### src/design/tip_pkg.sv
package tip_pkg;

  // telnet command and option codes
  localparam logic [7:0] CMD_IAC  = 8'hff;
  localparam logic [7:0] CMD_SB   = 8'hfa;
  localparam logic [7:0] CMD_SE   = 8'hf0;
  localparam logic [7:0] CMD_WILL = 8'hfb;
  localparam logic [7:0] CMD_WONT = 8'hfc;
  localparam logic [7:0] CMD_DO   = 8'hfd;
  localparam logic [7:0] CMD_DONT = 8'hfe;
  localparam logic [7:0] OPT_ECHO = 8'h01;
  localparam logic [7:0] OPT_SGA  = 8'h03;

  // request action codes
  localparam logic ACT_BYTE    = 1'b0;
  localparam logic ACT_CONNECT = 1'b1;

  // result kind codes
  localparam logic KIND_DATA  = 1'b0;
  localparam logic KIND_REPLY = 1'b1;

  typedef struct packed {
    logic       action;
    logic [7:0] rx_byte;
  } rx_item_t;

  typedef struct packed {
    logic       result_kind;
    logic [7:0] data_byte;
    logic [7:0] reply_verb;
    logic [7:0] reply_option;
  } result_t;

  // input register contents handed to the parser
  typedef struct packed {
    logic     valid;
    rx_item_t item;
  } stage_t;

  // parser output handed to the result register
  typedef struct packed {
    logic    load;
    result_t result;
  } res_stage_t;

endpackage

### src/design/tip_if.sv
interface tip_in_if;
  logic       valid;
  logic       ready;
  logic       action;
  logic [7:0] rx_byte;

  modport source (output valid, output action, output rx_byte, input ready);
  modport sink (input valid, input action, input rx_byte, output ready);
endinterface

interface tip_out_if;
  logic       valid;
  logic       ready;
  logic       result_kind;
  logic [7:0] data_byte;
  logic [7:0] reply_verb;
  logic [7:0] reply_option;

  modport source (
    output valid, output result_kind, output data_byte,
    output reply_verb, output reply_option, input ready
  );
  modport sink (
    input valid, input result_kind, input data_byte,
    input reply_verb, input reply_option, output ready
  );
endinterface

### src/design/tip_in_reg.sv
module tip_in_reg (
  input  logic           clk,
  input  logic           rst,
  tip_in_if.sink         rx,
  input  logic           advance,
  output tip_pkg::stage_t stage
);
  import tip_pkg::*;

  logic     valid;
  rx_item_t item;

  // take a new request whenever the register is empty or drains this cycle
  assign rx.ready = !valid || advance;

  always_ff @(posedge clk) begin
    if (rst) begin
      valid <= 1'b0;
    end else if (rx.valid && rx.ready) begin
      valid <= 1'b1;
    end else if (advance) begin
      valid <= 1'b0;
    end
  end

  // payload needs no reset
  always_ff @(posedge clk) begin
    if (rx.valid && rx.ready) begin
      item.action  <= rx.action;
      item.rx_byte <= rx.rx_byte;
    end
  end

  assign stage.valid = valid;
  assign stage.item  = item;

endmodule

### src/design/tip_parser.sv
module tip_parser (
  input  logic                clk,
  input  logic                rst,
  input  tip_pkg::stage_t     stage,
  input  logic                advance,
  output tip_pkg::res_stage_t res
);
  import tip_pkg::*;

  typedef enum logic [2:0] {
    PH_DATA   = 3'd0,
    PH_IAC    = 3'd1,
    PH_OPT    = 3'd2,
    PH_SUB    = 3'd3,
    PH_SUBIAC = 3'd4
  } phase_t;

  phase_t     phase;
  phase_t     phase_next;
  logic [7:0] held_command;
  logic [7:0] held_command_next;
  logic       has_result;
  result_t    result;
  logic [7:0] b;

  assign b = stage.item.rx_byte;

  // next parser state and the result of the byte in the input register
  always_comb begin
    phase_next        = phase;
    held_command_next = held_command;
    has_result        = 1'b0;
    result            = '0;
    if (stage.item.action == ACT_CONNECT) begin
      phase_next        = PH_DATA;
      held_command_next = '0;
    end else begin
      case (phase)
        PH_IAC: begin
          if (b == CMD_IAC) begin
            phase_next         = PH_DATA;
            has_result         = 1'b1;
            result.result_kind = KIND_DATA;
            result.data_byte   = b;
          end else if (b == CMD_SB) begin
            phase_next = PH_SUB;
          end else if (b inside {CMD_WILL, CMD_WONT, CMD_DO, CMD_DONT}) begin
            held_command_next = b;
            phase_next        = PH_OPT;
          end else begin
            phase_next = PH_DATA;
          end
        end
        PH_OPT: begin
          phase_next        = PH_DATA;
          held_command_next = '0;
          if (held_command == CMD_WILL) begin
            has_result          = 1'b1;
            result.result_kind  = KIND_REPLY;
            result.reply_option = b;
            result.reply_verb   = (b == OPT_ECHO || b == OPT_SGA) ? CMD_DO : CMD_DONT;
          end else if (held_command == CMD_DO) begin
            has_result          = 1'b1;
            result.result_kind  = KIND_REPLY;
            result.reply_option = b;
            result.reply_verb   = (b == OPT_SGA) ? CMD_WILL : CMD_WONT;
          end
        end
        PH_SUB: begin
          if (b == CMD_IAC) begin
            phase_next = PH_SUBIAC;
          end
        end
        PH_SUBIAC: begin
          phase_next = (b == CMD_SE) ? PH_DATA : PH_SUB;
        end
        default: begin
          // data phase, and unused codes behave the same
          if (b == CMD_IAC) begin
            phase_next = PH_IAC;
          end else begin
            phase_next         = PH_DATA;
            has_result         = 1'b1;
            result.result_kind = KIND_DATA;
            result.data_byte   = b;
          end
        end
      endcase
    end
  end

  // state moves only when the request leaves the input register
  always_ff @(posedge clk) begin
    if (rst) begin
      phase        <= PH_DATA;
      held_command <= '0;
    end else if (advance) begin
      phase        <= phase_next;
      held_command <= held_command_next;
    end
  end

  assign res.load   = advance && has_result;
  assign res.result = result;

endmodule

### src/design/tip_out_reg.sv
module tip_out_reg (
  input  logic                clk,
  input  logic                rst,
  input  tip_pkg::res_stage_t res,
  output logic                space,
  tip_out_if.source           tx
);
  import tip_pkg::*;

  logic    valid;
  result_t data;

  // room for a new result when empty or being taken this cycle
  assign space = !valid || tx.ready;

  always_ff @(posedge clk) begin
    if (rst) begin
      valid <= 1'b0;
    end else if (res.load) begin
      valid <= 1'b1;
    end else if (tx.ready) begin
      valid <= 1'b0;
    end
  end

  always_ff @(posedge clk) begin
    if (res.load) begin
      data <= res.result;
    end
  end

  assign tx.valid        = valid;
  assign tx.result_kind  = data.result_kind;
  assign tx.data_byte    = data.data_byte;
  assign tx.reply_verb   = data.reply_verb;
  assign tx.reply_option = data.reply_option;

endmodule

### src/design/telnet_iac_stream_parser.sv
// channel  dir  fields                                          handshake
// rx       in   action, rx_byte                                 valid / ready
// tx       out  result_kind, data_byte, reply_verb, reply_option valid / ready
//
// one request per cycle sustained while tx is ready; a taken request passes
// through the input register, the parse logic and the result register
// reset is synchronous on rst and returns the parser to the data phase
// a stalled tx holds its result; rx keeps accepting while the input register can
// drain, so a full pipe stalls rx only through the result register's ready
module telnet_iac_stream_parser (
  input  logic      clk,
  input  logic      rst,
  tip_in_if.sink    rx,
  tip_out_if.source tx
);
  import tip_pkg::*;

  stage_t     stage;
  res_stage_t res;
  logic       space;
  logic       advance;

  // the input register drains whenever the result register can take a result
  assign advance = stage.valid && space;

  tip_in_reg u_in_reg (
    .clk     (clk),
    .rst     (rst),
    .rx      (rx),
    .advance (advance),
    .stage   (stage)
  );

  tip_parser u_parser (
    .clk     (clk),
    .rst     (rst),
    .stage   (stage),
    .advance (advance),
    .res     (res)
  );

  tip_out_reg u_out_reg (
    .clk   (clk),
    .rst   (rst),
    .res   (res),
    .space (space),
    .tx    (tx)
  );

endmodule

### src/flat_wrapper.sv
// flat-port wrapper written by rule: the top's interface ports become plain ports
module telnet_iac_stream_parser_flat import tip_pkg::*;
  (clk, rst, rx_valid, rx_action, rx_rx_byte, rx_ready, tx_valid, tx_result_kind, tx_data_byte, tx_reply_verb, tx_reply_option, tx_ready);
  tip_in_if rx_i ();
  tip_out_if tx_i ();
  input  logic clk;
  input  logic rst;
  input wire logic [$bits(rx_i.valid)-1:0] rx_valid;
  input wire logic [$bits(rx_i.action)-1:0] rx_action;
  input wire logic [$bits(rx_i.rx_byte)-1:0] rx_rx_byte;
  output wire logic [$bits(rx_i.ready)-1:0] rx_ready;
  output wire logic [$bits(tx_i.valid)-1:0] tx_valid;
  output wire logic [$bits(tx_i.result_kind)-1:0] tx_result_kind;
  output wire logic [$bits(tx_i.data_byte)-1:0] tx_data_byte;
  output wire logic [$bits(tx_i.reply_verb)-1:0] tx_reply_verb;
  output wire logic [$bits(tx_i.reply_option)-1:0] tx_reply_option;
  input wire logic [$bits(tx_i.ready)-1:0] tx_ready;
  assign rx_i.valid = rx_valid;
  assign rx_i.action = rx_action;
  assign rx_i.rx_byte = rx_rx_byte;
  assign rx_ready = rx_i.ready;
  assign tx_valid = tx_i.valid;
  assign tx_result_kind = tx_i.result_kind;
  assign tx_data_byte = tx_i.data_byte;
  assign tx_reply_verb = tx_i.reply_verb;
  assign tx_reply_option = tx_i.reply_option;
  assign tx_i.ready = tx_ready;
  telnet_iac_stream_parser u_core (.clk(clk), .rst(rst), .rx(rx_i), .tx(tx_i));
endmodule
### config.mk
export PLATFORM = sky130hd
export DESIGN_NAME = telnet_iac_stream_parser_flat
export DESIGN_NICKNAME = d
export VERILOG_FILES = /design/src/design/tip_pkg.sv /design/src/design/tip_if.sv /design/src/design/tip_in_reg.sv /design/src/design/tip_parser.sv /design/src/design/tip_out_reg.sv /design/src/design/telnet_iac_stream_parser.sv /design/src/flat_wrapper.sv
export SDC_FILE = /design/constraint.sdc
export NUM_CORES = 1
export LEC_CHECK = 0
export BUFFER_PORTS_ARGS = -buffer_cell sky130_fd_sc_hd__buf_2
export CAP_MARGIN = 5
export CORE_ASPECT_RATIO = 1.2
export CORE_MARGIN = 10
export CORE_UTILIZATION = 39
export CTS_CLUSTER_SIZE = 8
export DETAILED_ROUTE_END_ITERATION = 10
export GPL_TIMING_DRIVEN = 0
export PLACE_DENSITY_LB_ADDON = 0.05
export SYNTH_ARGS = -nofsm -noshare
export SYNTH_HDL_FRONTEND = slang
export SYNTH_SLANG_ARGS = --single-unit
### constraint.sdc
create_clock -name clk -period 8.7 [get_ports clk]
set_input_delay 2.175 -clock clk [delete_from_list [all_inputs] [get_ports clk]]
set_output_delay 2.175 -clock clk [all_outputs]
set_load 0.02 [all_outputs]
==> results.md <==
* Status: finished clean
* Critical Path Fanout Max at 3
* Crit share post-route at 56.05%
* Placed cell count at ~260
* Critical-path top delay cell: nor2b_1
* Final setup vio count at 0
* Syn_area_per_cell at 11.78 um2
* Cell variety after synth at 40
* PostCTS Resize Cnt at 0
* Worst hold path startpoint: u_core.u_parser.held_command[3]
* GR peak layer: met2
* FF/Latch Area at between 1000 and 1500 um2
* DP HPWL at approximately 2900 um
* Global-route wire length before repair at roughly 6500 um
* Slew Limit Headroom at a little under three fifths
* Post-synth EDFFs at 30
* Via count at 1384
* Register area share after synthesis at 61.62%
* HP Class: reg -> reg
* Routability cong. at 0.7666
* Grt met3 use at ~3.8%
* IO Port Bufs at 39
* Antenna violations before repair at 0
* Leak Pwr at 0.9170 nW
* Skew-Pair Late Insertion Delay at 0.29 ns
* # DRC at 0
* Slew @ Worst Pin at 0.6463 ns
* Synth area leader: edfxtp_1
* Vias in the first global route at 1378
* Synth-to-Final Area Change at 19.52%
* Worst Path Required at 6.53 ns
* Routed Antenna Nets at 0
* Share of layout cells above drive strength 1 at 33.17%
* Area share of the largest cell type after synthesis at 47.81%
* Leading cell type in the layout, fill and taps excluded: buf_2
* Hold_buf cts at 0
* Top post-synthesis cells by area: edfxtp_1 (48%), dfxtp_1 (14%), nor2_1 (4.8%)
* GRT met2 Usage at approximately 17%
* Ys flop type: edfxtp_1
* Fin nets at 220
* Max incr delay on CP at 0.17 ns
* CTS Buffer Depth at 2
* Total wire length at 3829 um
* TritonCTS Buffers at 5
* Initial core utilization at 40.71%
* CTS Root Cell: clkbuf_8
* Post-synth ARST share at 0%
* Commonest cells after routing, fill and taps aside: buf_2 (39), edfxtp_1 (30), nor2_1 (24)
* Initial DRC count at 98
* Vias per cell at around 5.2
* Crit end category: output pin
* Post-Synthesis Cells at between 150 and 200
* Top cell by count, worst path: buf_2
* Pre-CTS WS at 3.821 ns
* Crit path buffers/inverters at 2
* Syn Std Cell Area at around 1900 um2
* Die W at approximately 83 um
* Sum Neg Setup Slack at 0 ns
* Setup crit start: tx_ready
* Fin. max-slew vios at 0
* Power per cell area at 161.7 nW/um2
* DR pass1 iterations at 4
* Worst path cell trace: buf_2 > nor2b_1 > nand2_1 > buf_2
* Io pins at 40
* Synth warnings at 0
* R2R setup slack at about 6 ns
* CP delay by family, top: buffers and inverters
* Global Route met1 Usage at between 10 and 15%
* Final Hold Viols at 0
* WL per Instance at between 10 and 15 um
* Largest net degree at the start of global routing at 15
* Area of the multi-input gates at 668.1 um2
* Area of the die at 8024 um2
* Row count at 27
* Register bit total from synthesis at between 40 and 50
* H-tree depth at 2
* Max-Cap Viols at 0
* Fmax at around 200 MHz
* RSZ-0062 raised after global routing: no
* Finished Layout Cells at roughly 270
* Clock slew at reported path FFs at 0.08 ns
* Min Tclk post-route at 4.877 ns
* CP arrival at 2.70 ns
* Setup repair bufs after CTS at 0
* CTS tree: yes
* Core area at 4628 um2
* Fill cell count at 421
* GRT Residual Overflow at 0
* Tot Pwr at 364.3 uW
* Syn nets at roughly 170
* WS Path Type: in -> out
* GRT Total Usage at approximately 10%
* Clk_skew at 0.005600 ns
* Worst R2R Start: u_core.u_in_reg.stage[2]
* CP Launch Type: input pin
* Max VDD drop at roughly 110 uV
* Final Worst Setup Slack at 3.823 ns
* Die Y at 96.15 um
* Clk sinks at 43
* Diode count at 0
## per-layer routing
metal | vias to the layer above | part of all wire [%]
li1 | 678 | -
met1 | 643 | 43
met2 | 51 | 47
met3 | 12 | 7.4
met4 | 0 | 2.5
met5 | - | 0
## path summary, 6_finish.rpt
path	endpoint	cells past startpoint
max reg2reg	u_core.u_out_reg.tx.data_byte[2]	6
min	u_core.u_parser.held_command[3]	1
min reg2reg	u_core.u_parser.held_command[3]	1
max	rx_ready	4
## cells by family after synthesis
group           count (synthesis)  share of synthesized area [%]
buf+inv                        10                          3.187
compound gates                 35                          12.82
mux                             1                         0.5976
flops                          43                          61.62
simple gates                   69                          20.85
xor+xnor                        2                         0.9298
## flip-flops by register name, indices dropped and copies added (netlist names)
name / cells
u_core.u_in_reg.stage: 9
u_core.u_parser.held_command: 8
u_core.u_out_reg.tx.result_kind: 1
u_core.u_out_reg.tx.reply_option: 8
u_core.u_parser.phase: 3
u_core.u_out_reg.tx.reply_verb: 4
u_core.u_out_reg.tx.data_byte: 8
u_core.u_in_reg.valid: 1
u_core.u_out_reg.tx.valid: 1
## worst reg2reg max path, stage by stage, from the launching register on
cell and delay [ns]:
edfxtp_1 0.52, nand4_1 0.23, nor2_1 0.11, nor2_1 0.45, nor2_1 0.17, nor3_2 0.57, buf_6 0.26
## cells in the mapped netlist (all sizes together), types with 2 or more instances
library cell and count:
dfxtp 13, nand2 7, nor4 2, a21o 5, and2 10, nand4 4, nand2b 4, nor2 24
buf 5, a211oi 2, or4 2, edfxtp 30, nor3 6, a21oi 18, o2bb2ai 2, a22o 3
and4 2, inv 4, nand3 3, nor2b 2
## layout make-up
class | count | share of cell area (%)
buffer | 6 | 2.000
clock buffer | 5 | 3.056
clock inverter | 3 | 0.6667
inverter | 4 | 0.6667
multi-input combinational | 107 | 29.67
sequential | 43 | 51.56
tap | 58 | 3.222
timing repair buffer | 40 | 9.167
## report_power, final
group          internal, mW  total, mW  switching (mW)  leakage, nW
registers             0.223      0.228         0.00496        0.416
logic               0.00691     0.0190          0.0121        0.462
clock network        0.0544      0.117          0.0629       0.0392
total                 0.284      0.364          0.0800        0.917
## through the flow
stage	util [%]	hold slack [ns]	instance area, um2
5_1_grt	48.66	0.4953	2252
3_3_place_gp	46.50	0.4415	2152
3_5_place_dp	46.85	0.4460	2168
4_1_cts	48.66	0.4649	2252
6_report	48.66	0.4637	2252
2_1_floorplan	-	0.4344	1884
Power figures use the tool's default switching activity.
